`config.mk`:
```
export PLATFORM = sky130hd
export DESIGN_NAME = clook_request_queue_core
export DESIGN_NICKNAME = d
export VERILOG_FILES = /design/src/hw/rtl/clook_pkg.sv /design/src/hw/rtl/clook_cell.sv /design/src/hw/rtl/clook_request_queue_core.sv
export SDC_FILE = /design/constraint.sdc
export NUM_CORES = 1
export LEC_CHECK = 0
export ABC_AREA = 1
export BUFFER_PORTS_ARGS = -buffer_cell sky130_fd_sc_hd__buf_4
export CAP_MARGIN = 20
export CORE_MARGIN = 2
export CORE_UTILIZATION = 51
export CTS_CLUSTER_DIAMETER = 100
export DETAILED_ROUTE_END_ITERATION = 8
export HOLD_SLACK_MARGIN = 0.02
export PLACE_DENSITY = 0.69
export SLEW_MARGIN = 20
export SYNTH_ARGS = -nofsm -noshare
export SYNTH_HDL_FRONTEND = slang
export SYNTH_SLANG_ARGS = --single-unit
```
`constraint.sdc`:
```
create_clock -name clk_i -period 4.85 [get_ports clk_i]
set_clock_uncertainty 0.1 [all_clocks]
set_input_delay 0.97 -clock clk_i [delete_from_list [all_inputs] [get_ports clk_i]]
set_output_delay 0.97 -clock clk_i [all_outputs]
set_load 0.03 [all_outputs]
```
`src/hw/rtl/clook_pkg.sv`:
```
package clook_pkg;

  localparam int unsigned QueueDepthDef = 16;
  localparam int unsigned TrackBitsDef  = 16;

  localparam int unsigned IdW     = 8;
  localparam int unsigned TrackW  = 16;
  localparam int unsigned OccW    = 5;
  localparam int unsigned StatusW = 2;

  localparam logic CMD_ADD = 1'b0;
  localparam logic CMD_GET = 1'b1;

  localparam logic [StatusW-1:0] ST_ADDED = 2'd0;
  localparam logic [StatusW-1:0] ST_GIVEN = 2'd1;
  localparam logic [StatusW-1:0] ST_EMPTY = 2'd2;
  localparam logic [StatusW-1:0] ST_FULL  = 2'd3;

  localparam logic SWEEP_CUR  = 1'b0;
  localparam logic SWEEP_NEXT = 1'b1;

  typedef struct packed {
    logic              cmd;
    logic [IdW-1:0]    req_id;
    logic [TrackW-1:0] req_track;
    logic [TrackW-1:0] head_track;
  } in_req_t;

  typedef struct packed {
    logic [StatusW-1:0] status;
    logic [IdW-1:0]     out_id;
    logic [TrackW-1:0]  out_track;
    logic [OccW-1:0]    occupancy;
  } out_req_t;

  typedef struct packed {
    logic ins;
    logic pop;
    logic new_swp;
  } cell_ctl_t;

endpackage

```
`src/hw/rtl/clook_cell.sv`:
```
module clook_cell
  import clook_pkg::*;
#(
  parameter int unsigned TRACK_BITS = TrackBitsDef
) (
  input  logic                  clk_i,
  input  cell_ctl_t             ctl_i,
  input  logic [TRACK_BITS-1:0] new_trk_i,
  input  logic [IdW-1:0]        new_id_i,
  input  logic                  valid_i,
  input  logic                  left_valid_i,
  input  logic                  left_after_i,
  input  logic [TRACK_BITS-1:0] left_trk_i,
  input  logic [IdW-1:0]        left_id_i,
  input  logic                  left_swp_i,
  input  logic [TRACK_BITS-1:0] right_trk_i,
  input  logic [IdW-1:0]        right_id_i,
  input  logic                  right_swp_i,
  output logic [TRACK_BITS-1:0] trk_o,
  output logic [IdW-1:0]        id_o,
  output logic                  swp_o,
  output logic                  after_o
);

  logic [TRACK_BITS-1:0] trk_q, trk_d;
  logic [IdW-1:0]        id_q, id_d;
  logic                  swp_q, swp_d;

  // entry sorts strictly after the incoming key (sweep, track)
  assign after_o = valid_i &&
                   ((swp_q != ctl_i.new_swp) ? (swp_q == SWEEP_NEXT)
                                             : (trk_q > new_trk_i));

  always_comb begin
    trk_d = trk_q;
    id_d  = id_q;
    swp_d = swp_q;
    if (ctl_i.ins) begin
      if (left_after_i) begin
        trk_d = left_trk_i;
        id_d  = left_id_i;
        swp_d = left_swp_i;
      end else if ((after_o || !valid_i) && left_valid_i) begin
        trk_d = new_trk_i;
        id_d  = new_id_i;
        swp_d = ctl_i.new_swp;
      end
    end else if (ctl_i.pop) begin
      trk_d = right_trk_i;
      id_d  = right_id_i;
      swp_d = right_swp_i;
    end
  end

  always_ff @(posedge clk_i) begin
    trk_q <= trk_d;
    id_q  <= id_d;
    swp_q <= swp_d;
  end

  assign trk_o = trk_q;
  assign id_o  = id_q;
  assign swp_o = swp_q;

endmodule

```
`src/hw/rtl/clook_request_queue_core.sv`:
```
// C-LOOK disk request queue.
// Input channel: in_valid_i / in_stall_o carry an in_req_t request, either an
// add (id, track, head track at the time of the add) or a get.
// Output channel: out_valid_o / out_stall_i carry one out_req_t per request:
// status, id and track of a given request, and occupancy after the request.
// Entries sit in a chain of cells sorted by (sweep, track); an add shifts the
// entries after its slot one cell back, a get shifts the chain forward.
// An accepted request is held in the request register; its result is then
// registered in the output register. The input stalls while the request
// register is busy, so the cell chain updates before the next is accepted.
// A result waiting in the output register does not block acceptance; if the
// receiver stalls, the pending request waits in its register and the input
// is stalled until the output register frees.
// Reset empties the queue; the first request may be accepted right after.
// A get on an empty queue and an add to a full queue report their status
// and leave the queue unchanged.
module clook_request_queue_core
  import clook_pkg::*;
#(
  parameter int unsigned QUEUE_DEPTH = QueueDepthDef,
  parameter int unsigned TRACK_BITS  = TrackBitsDef
) (
  input  logic     clk_i,
  input  logic     rst_ni,
  input  logic     in_valid_i,
  output logic     in_stall_o,
  input  in_req_t  in_req_i,
  output logic     out_valid_o,
  input  logic     out_stall_i,
  output out_req_t out_req_o
);

  localparam int unsigned CntW = $clog2(QUEUE_DEPTH + 1);

  logic            req_valid_q, req_valid_d;
  in_req_t         req_q;
  logic            out_valid_q, out_valid_d;
  out_req_t        out_q, out_d;
  logic [CntW-1:0] count_q, count_d;

  logic [TRACK_BITS-1:0] trk_w [QUEUE_DEPTH];
  logic [IdW-1:0]        id_w  [QUEUE_DEPTH];
  logic                  swp_w [QUEUE_DEPTH];
  logic                  after_w [QUEUE_DEPTH];
  logic                  valid_w [QUEUE_DEPTH];

  logic [TRACK_BITS-1:0] new_trk, new_head;
  logic                  do_proc, is_add, empty, full;
  cell_ctl_t             ctl;

  assign new_trk  = TRACK_BITS'(req_q.req_track);
  assign new_head = TRACK_BITS'(req_q.head_track);
  assign do_proc  = req_valid_q && (!out_valid_q || !out_stall_i);
  assign is_add   = (req_q.cmd == CMD_ADD);
  assign empty    = (count_q == '0);
  assign full     = (count_q == CntW'(QUEUE_DEPTH));

  assign ctl.ins     = do_proc && is_add && !full;
  assign ctl.pop     = do_proc && !is_add && !empty;
  assign ctl.new_swp = (new_trk >= new_head) ? SWEEP_CUR : SWEEP_NEXT;

  for (genvar i = 0; i < QUEUE_DEPTH; i++) begin : g_cell
    logic                  l_valid, l_after, l_swp, r_swp;
    logic [TRACK_BITS-1:0] l_trk, r_trk;
    logic [IdW-1:0]        l_id, r_id;

    assign valid_w[i] = (count_q > CntW'(i));

    if (i == 0) begin : g_first
      assign l_valid = 1'b1;
      assign l_after = 1'b0;
      assign l_trk   = '0;
      assign l_id    = '0;
      assign l_swp   = 1'b0;
    end else begin : g_mid
      assign l_valid = valid_w[i-1];
      assign l_after = after_w[i-1];
      assign l_trk   = trk_w[i-1];
      assign l_id    = id_w[i-1];
      assign l_swp   = swp_w[i-1];
    end

    if (i == QUEUE_DEPTH - 1) begin : g_last
      assign r_trk = '0;
      assign r_id  = '0;
      assign r_swp = 1'b0;
    end else begin : g_body
      assign r_trk = trk_w[i+1];
      assign r_id  = id_w[i+1];
      assign r_swp = swp_w[i+1];
    end

    clook_cell #(
      .TRACK_BITS(TRACK_BITS)
    ) u_cell (
      .clk_i       (clk_i),
      .ctl_i       (ctl),
      .new_trk_i   (new_trk),
      .new_id_i    (req_q.req_id),
      .valid_i     (valid_w[i]),
      .left_valid_i(l_valid),
      .left_after_i(l_after),
      .left_trk_i  (l_trk),
      .left_id_i   (l_id),
      .left_swp_i  (l_swp),
      .right_trk_i (r_trk),
      .right_id_i  (r_id),
      .right_swp_i (r_swp),
      .trk_o       (trk_w[i]),
      .id_o        (id_w[i]),
      .swp_o       (swp_w[i]),
      .after_o     (after_w[i])
    );
  end

  always_comb begin
    count_d = count_q;
    if (ctl.ins) begin
      count_d = count_q + CntW'(1);
    end else if (ctl.pop) begin
      count_d = count_q - CntW'(1);
    end
  end

  always_comb begin
    out_d.status    = ST_ADDED;
    out_d.out_id    = '0;
    out_d.out_track = '0;
    out_d.occupancy = OccW'(count_d);
    if (is_add) begin
      out_d.status = full ? ST_FULL : ST_ADDED;
    end else if (empty) begin
      out_d.status = ST_EMPTY;
    end else begin
      out_d.status    = ST_GIVEN;
      out_d.out_id    = id_w[0];
      out_d.out_track = TrackW'(trk_w[0]);
    end
  end

  always_comb begin
    req_valid_d = req_valid_q;
    if (do_proc) begin
      req_valid_d = 1'b0;
    end
    if (in_valid_i && !in_stall_o) begin
      req_valid_d = 1'b1;
    end
  end

  always_comb begin
    out_valid_d = out_valid_q;
    if (do_proc) begin
      out_valid_d = 1'b1;
    end else if (!out_stall_i) begin
      out_valid_d = 1'b0;
    end
  end

  always_ff @(posedge clk_i or negedge rst_ni) begin
    if (!rst_ni) begin
      req_valid_q <= 1'b0;
      out_valid_q <= 1'b0;
      count_q     <= '0;
    end else begin
      req_valid_q <= req_valid_d;
      out_valid_q <= out_valid_d;
      count_q     <= count_d;
    end
  end

  always_ff @(posedge clk_i) begin
    if (in_valid_i && !in_stall_o) begin
      req_q <= in_req_i;
    end
    if (do_proc) begin
      out_q <= out_d;
    end
  end

  assign in_stall_o  = req_valid_q;
  assign out_valid_o = out_valid_q;
  assign out_req_o   = out_q;

endmodule

```
After elaboration in Yosys (flattened, before gate mapping)
Index checks and enable logic that the tools add are counted.
- bits in registers: 479
- word-level logic and storage cells: 439
- reductions and logical operators: 95
- mux-type cells: 215
- bitwise logic cells: 1
- order comparisons: 33
- eq/ne operators: 34
- $add $sub $neg: 2
- operators by type and width (cell ; count):
    16-bit two-way mux ; 63
    8-bit two-way mux ; 63
    16-bit greater-than comparator ; 16
    1-bit two-way mux ; 84
    3-bit by 1-bit inequality test with 1-bit output, second input constant ; 15
    5-bit by 4-bit greater-than comparator with 1-bit output, second input constant ; 8
    1-bit logical AND ; 37
    2-bit AND reduction ; 16
    1-bit logical NOT ; 21
    5-bit by 3-bit greater-than comparator with 1-bit output, second input constant ; 4
    1-bit logical OR ; 17
    16-bit greater-or-equal comparator ; 1
    1-bit inequality test ; 16
    5-bit by 1-bit greater-than comparator with 1-bit output, second input constant ; 2
    5-bit by 2-bit greater-than comparator with 1-bit output, second input constant ; 2
    5-bit two-way mux ; 2
    2-bit two-way mux ; 3
    5-bit by 1-bit adder with 5-bit output, second input constant ; 1
    5-bit == test, second input constant ; 1
    5-bit logical NOT ; 1
    5-bit by 1-bit subtractor with 5-bit output, second input constant ; 1
    2-bit by 1-bit inequality test with 1-bit output, second input constant ; 2
    2-bit nonzero test ; 2
    2-bit OR reduction ; 1
    1-bit inverter ; 1

Longest topological paths before layout
Gate-level depths: netlist (run 1).
- word-level depth: 10
- mapped depth: 20

Cells and area by module
From an unflattened synthesis (run 1), not the netlist that was laid out.
- cells, all modules: 3782
- area total of the unflattened synthesis: 31008.5 sq um
- by module, submodules not included (module ; area an instance (sq um) ; cells each ; instances):
    clook_cell ; 1716.6 ; 217 ; 16
    clook_request_queue_core ; 3542.1 ; 310 ; 1

Worst setup path before layout (run 1)
OpenSTA, ideal clock, no wires.
- kind: input -> register
- from: input out_stall_i
- to: register g_cell[10].u_cell.id_q[0], enable pin
- required time: 4343 ps
- path buffers: 1
- data arrival time: 3474 ps
- cell stages on the path: 8
- path slack: 869 ps
- library setup time: 407 ps
- cells stage by stage: nand2_1 nand2_1 inv_1 nand2_1 nand2_1 inv_2 buf_2 nor2_1
- longest elaborated chain between the ends: 7
- elaborated cells between the ends (all ways): 10
- those cells by class: eq/ne (1); reduce/logical (9)
- ends and longest elaborated chain (item ; line ; text):
    from (decl) ; clook_request_queue_core.sv:29 ; input logic out_stall_i,
    1-bit logical NOT * ; -- ;
    1-bit logical OR * ; clook_request_queue_core.sv:53 ; assign do_proc = req_valid_q && (!out_valid_q || !out_stall_i);
    1-bit logical AND * ; clook_request_queue_core.sv:53 ;
    net do_proc ; clook_request_queue_core.sv:48 ; logic do_proc, is_add, empty, full;
    1-bit logical AND (on tied branches) (2 in series) ; clook_request_queue_core.sv:58, clook_request_queue_core.sv:59 ;
    3-bit by 1-bit inequality test with 1-bit output (no line) / 2-bit nonzero test (equally long branches) ; -- ;
    2-bit AND reduction (no line) * ; -- ;
    to (signal assigned) ; clook_cell.sv:57 ; id_q <= id_d;
    to (decl) ; clook_cell.sv:26 ; logic [IdW-1:0] id_q, id_d;
The timed path passes the listed nets; every way through them passes the cells marked *.
A chain may end at the register's enable or synchronous reset.

Worst setup path after layout (run 1)
- from: register req_q, in the netlist new_trk[3]
- to: register g_cell[14].u_cell.id_q[6], enable pin
- longest elaborated chain between the ends: 9
- elaborated cells between the ends (all ways): 14
- those cells by class: order compare (3); eq/ne (3); mux (3); reduce/logical (5)
- ends and longest elaborated chain (item ; line ; text):
    from (decl) ; clook_request_queue_core.sv:36 ; in_req_t req_q;
    from (signal assigned) ; clook_request_queue_core.sv:174 ; req_q <= in_req_i;
    16-bit greater-or-equal comparator ; clook_request_queue_core.sv:60 ; assign ctl.new_swp = (new_trk >= new_head) ? SWEEP_CUR : SWEEP_NEXT;
    1-bit two-way mux ; clook_request_queue_core.sv:60 ;
    1-bit inequality test ; clook_cell.sv:31 ; ((swp_q != ctl_i.new_swp) ? (swp_q == SWEEP_NEXT)
    1-bit two-way mux ; clook_cell.sv:31 ;
    1-bit logical AND ; clook_cell.sv:30 ; assign after_o = valid_i &&
    1-bit logical OR ; clook_cell.sv:43 ; end else if ((after_o || !valid_i) && left_valid_i) begin
    1-bit logical AND ; clook_cell.sv:43 ;
    3-bit by 1-bit inequality test with 1-bit output (no line) * ; -- ;
    2-bit AND reduction (no line) * ; -- ;
    to (signal assigned) ; clook_cell.sv:57 ;
    to (decl) ; clook_cell.sv:26 ;
Every way passes the cells marked *; elsewhere a longest branch is shown, timed or not.

==> results of run 1 <==
worst max path at each step:
stage                start                   endpoint  slack [ns]  depth (start not counted)
6_report        new_trk[3]  g_cell[14].u_cell.id_o[6]        0.89                         19
5_1_grt         new_trk[3]  g_cell[14].u_cell.id_o[2]        0.60                         19
4_1_cts         new_trk[3]  g_cell[14].u_cell.id_o[6]        0.92                         19
3_5_place_dp    new_trk[3]  g_cell[14].u_cell.id_o[0]        0.93                         19
3_3_place_gp    new_trk[3]  g_cell[14].u_cell.id_o[1]        0.98                         19
2_1_floorplan  out_stall_i  g_cell[10].u_cell.id_o[0]        0.87                          8
registers in the layout, summed over array words and instances (netlist names):
signal	count
req_q	9
out_req_o	31
g_cell.u_cell.trk_o	256
out_valid_o	1
g_cell.u_cell.id_o	128
count_q	5
new_head	16
in_stall_o	1
g_cell.u_cell.swp_o	16
new_trk	16
kinds of logic (layout without fill, tap and decap cells):
group / Yosys count / after routing / share of synthesized area
AO/OA/AOI/OAI: 239 / 239 / 0.0406
XOR/XNOR: 3 / 3 / 0.000812
adder cells (fa/ha/maj): 277 / 277 / 0.107
buffers and inverters: 736 / 786 / 0.0930
flip-flops: 479 / 479 / 0.443
AND/OR/NAND/NOR: 2421 / 2421 / 0.315
per-stage QoR:
| step | instances | total power (W) | hold WS (ns) | instance area, µm² | util |
|---|---|---|---|---|---|
| 4_1_cts | 5050 | 0.0264 | 0.0381 | 35500 | 0.564 |
| 5_1_grt | 5051 | 0.0287 | 0.0485 | 35500 | 0.565 |
| 3_3_place_gp | 4950 | 0.0220 | 0.385 | 33700 | 0.536 |
| 2_1_floorplan | 4155 | 0.0185 | 0.395 | 32400 | - |
| 3_5_place_dp | 4950 | 0.0223 | 0.393 | 33700 | 0.536 |
| 6_report | 5051 | 0.0266 | 0.0526 | 35500 | 0.565 |
worst reg2reg max path, cell delays in order (launching register included):
cell,delay [ns]
edfxtp_1,0.41
inv_1,0.65
ha_1,0.26
nand2_1,0.07
inv_1,0.05
nand2_1,0.05
nand2_1,0.05
nand2_1,0.04
nand2_1,0.06
nand2_1,0.04
nand2_1,0.08
nand2_1,0.05
nand2_1,0.05
nand2_1,0.07
nand2_2,0.40
nand2_4,0.27
nand2_1,0.12
nor2_1,0.06
nor2_2,0.43
buf_4,0.33
power by group through the flow:
stage          combinational, W  sequential [W]  clock (W)
6_report                 0.0132         0.00922    0.00413
5_1_grt                  0.0149         0.00942    0.00431
4_1_cts                  0.0131         0.00921    0.00417
3_5_place_dp             0.0130         0.00925          0
3_3_place_gp             0.0127         0.00928          0
2_1_floorplan           0.00976         0.00876          0
placed cells by master (no fill, tap or decap), types with 5 or more instances in the layout:
master | Yosys | final
a21oi_1 | 115 | 115
nor2_1 | 187 | 172
edfxtp_1 | 472 | 472
buf_4 | 18 | 146
inv_1 | 516 | 516
clkbuf_16 | 0 | 55
dfrtp_1 | 7 | 7
o21ai_0 | 93 | 93
nor2_2 | 3 | 17
clkinv_1 | 2 | 6
a21o_1 | 15 | 15
inv_2 | 13 | 12
nand2_2 | 21 | 21
clkbuf_1 | 61 | 10
clkbuf_8 | 0 | 9
nand3_1 | 737 | 737
buf_12 | 0 | 8
nand2_1 | 1435 | 1434
nor3_1 | 13 | 13
ha_1 | 277 | 277
nand2_4 | 4 | 5
nand4_1 | 14 | 14
clkinv_2 | 0 | 17
metal layers:
metal	routed length, µm	vias up	part of all wire	global-route usage
met2	44800	1096	0.47	0.474
met5	0	-	0	0
met1	40400	13300	0.42	0.390
li1	-	13600	-	-
met4	2610	0	0.027	0.0843
met3	7440	199	0.078	0.0388
final cells by class:
type | count | area, µm² | share of cell area
Inverter | 531 | 2000 | 0.0564
Sequential cell | 479 | 14300 | 0.404
Clock inverter | 26 | 219 | 0.00617
Tap cell | 846 | 1060 | 0.0298
Clock buffer | 74 | 1540 | 0.0433
Multi-Input combinational cell | 2940 | 15000 | 0.424
Timing Repair Buffer | 155 | 1280 | 0.0362
==> out/qor.csv, run 1 <==
metric,value,unit
status,finished clean,
max_slew.worst_pin.slew,1.11,ns
drt_wl_total,95200,µm
synth_area_leaders,"edfxtp_1 44%, nand2_1 17%, nand3_1 11%, ha_1 11%, inv_1 6.0%",
gr-total-overflow,0,
n_fill_cell,5854,
netSwitchingPower,0.0126,W
antenna_cells,0,
finalHoldViolations,0,
relSlewSlack,0.263,
min_period,3.96,ns
hold_buffers,0,
setup_ws,0.891,ns
dieArea,0.0655,mm²
synth_edf_count,472,
preCtsSetupSlack,0.926,ns
row_count,92,
grt_util_all_layers,0.285,
numCtsBuffers,54,
slew_viol_final,0,
drive_above_1_share,0.0740,
grt_max_degree,229,
rsz0062_at_grt,no,
postSynth.asyncResetShare,0.0146,
die_w,256,µm
portBuffers,77,
gp_congestion,0.871,
path_clk_slew,0.06,ns
power_frac_clock,0.156,
path_buf_inv,3,
ys.flop_type,edfxtp_1,
critPathArrivalTime,4.17,ns
r2r_slack,0.89,ns
cts_setup_buffers,0,
yosysWarnings,0,
crit_slowest_cell,inv_1,
start_kind,flip-flop,
core,0.0629,mm²
synth_largest_area_cell,edfxtp_1,
cts_resized,0,
synth.most_common_cell,nand2_1,
synth_area,0.0324,mm²
yosys-top-cells-count,"1435 x nand2_1, 737 x nand3_1, 516 x inv_1",
wl_per_cell,18.8,µm
insertion_delay,0.63,ns
drt_iter0_markers,3145,
cpMostUsedCell,nand2_1,
r2r_cells,19,
avgSynthCellArea,7.79,µm²
syn2layout_area_growth,9.70,%
min_period_over_period,0.816,
synth_seq_cells,479,
swShare,0.473,
crit_required,5.06,ns
p_per_area,749,mW/mm²
finalNetCount,4483,
timing.rr.end,g_cell[14].u_cell.id_o[6],
hpwl,66400,µm
setup_viol,0,
crit_chain,"inv_1, ha_1, nand2_1, inv_1, nand2_1, nand2_1, nand2_1, nand2_1, nand2_1, nand2_1, nand2_1, nand2_1, nand2_1, nand2_2, nand2_4, nand2_1, nor2_1, nor2_2, buf_4",
setup_tns,0,ns
cts.path.max_buffers,3,
die_y,256,µm
pwr-share-comb,0.497,
seq_area_frac_synth,0.443,
synth_fp_nets,4477,
internal-power,0.0140,W
cts_tree,built,
drtPass1Iterations,6,
max-cap-violations,0,
detail_route.vias_per_cell,5.58,
seqPwrFrac,0.347,
initial_core_util,0.515,
vias,28200,
crit_fanout,25,
grt_antenna_before_repair,1,
fmax,253,MHz
cts_max_level,2,
num_io_pins,78,
grt_pass1_wl,149000,µm
ir_worst_vdd,426,µV
total_leakage_power,17.5,nW
critPathKind,flip-flop to flip-flop,
hold_class,input port to asynchronous set/reset pin,
cts_root_buffer,clkbuf_16,
worstReg2RegStart,new_trk[3],
drc,0,
ant_nets,0,
synth_cells,4155,
critical_path.top_delay_family,simple AND/OR/NAND/NOR gates,
synth_top_area_share,0.438,
synth.distinct_cells,39,
cts_sinks,479,
cp_slowest_stage_delay,0.65,ns
end_kind,flip-flop,
grt_pass1_vias,27000,
No activity file was read; power rests on OpenSTA's default activity.
==> inputs of run 2 (changes only) <==
--- a/config.mk
+++ b/config.mk
@@ -13,7 +13,7 @@
 export CTS_CLUSTER_DIAMETER = 100
 export DETAILED_ROUTE_END_ITERATION = 8
 export HOLD_SLACK_MARGIN = 0.02
-export PLACE_DENSITY = 0.69
+export PLACE_DENSITY = 0.72
 export SLEW_MARGIN = 20
 export SYNTH_ARGS = -nofsm -noshare
 export SYNTH_HDL_FRONTEND = slang
==> constraint.sdc (replaced) <==
create_clock -name clk_i -period 3.6 [get_ports clk_i]
set_clock_uncertainty 0.1 [all_clocks]
set_input_delay 0.72 -clock clk_i [delete_from_list [all_inputs] [get_ports clk_i]]
set_output_delay 0.72 -clock clk_i [all_outputs]
set_load 0.03 [all_outputs]
==> run 2 against run 1 <==
  * Clock power up 42%
  * Clock-buffer cell count down 4
  * Sequential share of layout area down 0.34 points
  * Via count up 0.36%
  * Combinational power up 39%
  * Critical path depth down 8
  * Worst setup slack worse by 0.55 ns
  * Worst hold slack better by 0.12 ns
  * Flip-flop and latch count unchanged
  * Non-clock buffer count up 27
  * Final cell count up 0.51%
  * Die area unchanged
  * Largest cell class unchanged
  * Largest power group unchanged
==> out/qor.csv, run 2 (synthesis gave the netlist of run 1 again) <==
metric,value,unit,change
dp.cells,4977,,was 4950
finalHoldViolations,0,,unchanged
final_cells,5077,,was 5051
portBuffers,77,,unchanged
die_y,256,µm,unchanged
stdcell_area,0.0358,mm²,was 0.0355 mm²
p_per_area,1020,mW/mm²,was 749 mW/mm²
cts_sinks,479,,unchanged
die_w,256,µm,unchanged
drtPass1Iterations,6,,unchanged
cts.path.max_buffers,3,,unchanged
setup_viol,0,,unchanged
min_period_over_period,0.904,,was 0.816
finalNetCount,4510,,was 4483
core,0.0629,mm²,unchanged
dieArea,0.0655,mm²,unchanged
grt_pass1_vias,27100,,was 27000
cts_setup_buffers,0,,unchanged
final_cell_mix,"1434 x nand2_1, 737 x nand3_1, 516 x inv_1",,unchanged
vias,28300,,was 28200
final_common_cell,nand2_1,,unchanged
crit_required,3.97,ns,was 5.06 ns
drt_iter0_markers,3064,,was 3145
gp_congestion,0.919,,was 0.871
cts_tree,built,,unchanged
min_path_cells,1,,
critPathArrivalTime,3.63,ns,was 4.17 ns
antenna_cells,0,,unchanged
grt_util_all_layers,0.282,,was 0.285
min-delay-start,in_req_i[27],,
cts_max_level,2,,unchanged
crit_start,new_trk[15],,was new_trk[3]
insertion_delay,0.63,ns,about the same
hold_class,input port to flip-flop,,was input port to asynchronous set/reset pin
min_period,3.26,ns,was 3.96 ns
numCtsBuffers,54,,unchanged
gr-total-overflow,0,,unchanged
num_io_pins,78,,unchanged
crit_fanout,24,,was 25
ir_worst_vdd,587,µV,was 426 µV
end_kind,flip-flop,,unchanged
relSlewSlack,0.255,,was 0.263
max-cap-violations,0,,unchanged
cts_root_buffer,clkbuf_16,,unchanged
grt_antenna_before_repair,3,,was 1
rsz0062_at_grt,yes,,was no
cts_resized,0,,unchanged
grt_pass1_wl,148000,µm,was 149000 µm
path_clk_slew,0.06,ns,about the same
total_leakage_power,17.6,nW,was 17.5 nW
status,finished clean,,unchanged
grt_max_degree,229,,unchanged
drive_above_1_share,0.0794,,was 0.0740
ant_nets,0,,unchanged
slew_viol_final,0,,unchanged
hpwl,66000,µm,was 66400 µm
syn2layout_area_growth,10.6,%,was 9.70%
largest_reg_flops,256,,unchanged
worstReg2RegStart,new_trk[15],,was new_trk[3]
drt_wl_total,93500,µm,was 95200 µm
critPathKind,flip-flop to flip-flop,,unchanged
r2r_cells,11,,was 19
row_count,92,,unchanged
initial_core_util,0.515,,unchanged
fmax,307,MHz,was 253 MHz
drc,0,,unchanged
placed_cell_area,0.0339,mm²,was 0.0337 mm²
start_kind,flip-flop,,unchanged
detail_route.vias_per_cell,5.57,,was 5.58
setup_tns,0,ns,unchanged
max_slew.worst_pin.slew,1.12,ns,was 1.11 ns
wl_per_cell,18.4,µm,was 18.8 µm
## run 2: stage by stage
stage / total power (W) / util / hold slack, ns / setup WS, ns
6_report: 0.0366 / 0.570 / 0.175 / 0.345
5_1_grt: 0.0395 / 0.570 / 0.161 / -0.00503
4_1_cts: 0.0364 / 0.570 / 0.152 / 0.394
3_5_place_dp: 0.0304 / 0.540 / 0.389 / 0.410
3_3_place_gp: 0.0300 / 0.540 / 0.380 / 0.515
2_1_floorplan: 0.0250 / - / 0.324 / 0.118
## run 2: repair_timing
item                                    in CTS  in global routing
hold endpoints to repair                     7                  0
hold buffers                                 1                  0
endpoints found under the setup margin       0                  1
## run 2: area by class of cell
| class | instances | area [µm²] |
|---|---|---|
| Fill cell | 5803 | 27100 |
| Timing Repair Buffer | 182 | 1490 |
| Clock inverter | 29 | 373 |
| Sequential cell | 479 | 14300 |
| Inverter | 531 | 2000 |
| Clock buffer | 70 | 1470 |
| Multi-Input combinational cell | 2940 | 15000 |
| Tap cell | 846 | 1060 |
## run 2: final timing paths
path,slack (ns),end
worst max-delay path,0.34,g_cell[15].u_cell.trk_o[0]
worst min-delay path,0.18,new_trk[11]
worst max register to register,0.34,g_cell[15].u_cell.trk_o[0]
worst min register to register,0.41,out_valid_o
max in group asynchronous,2.92,count_q[0]
min in group asynchronous,0.34,out_valid_o
## run 2: power by group
group          switching [W]  internal, W  total [W]  leakage [nW]
clock                0.00240      0.00346    0.00586         0.895
sequential           0.00218       0.0102     0.0124          4.56
combinational         0.0126      0.00577     0.0183          12.2
total                 0.0171       0.0194     0.0366          17.6
## run 2: worst max-delay path, cell delays in order, from the launching register on
cell	delay, ns
edfxtp_1	0.43
ha_1	0.32
nand2_1	0.12
nor3_2	0.30
nand3_2	0.17
nand3_4	0.35
nand2_1	0.13
nand2_1	0.07
nand2_1	0.19
inv_1	0.67
nor2_1	0.10
nor2_1	0.13
## run 2: per-layer routing
metal	part of all wire	wire length [µm]	vias to the layer above	global-route usage
met4	0.034	3150	2	0.0967
met3	0.076	7150	223	0.0429
met1	0.41	38600	13200	0.371
met2	0.48	44600	1131	0.474
li1	-	-	13700	-
met5	0.00012	11	-	0
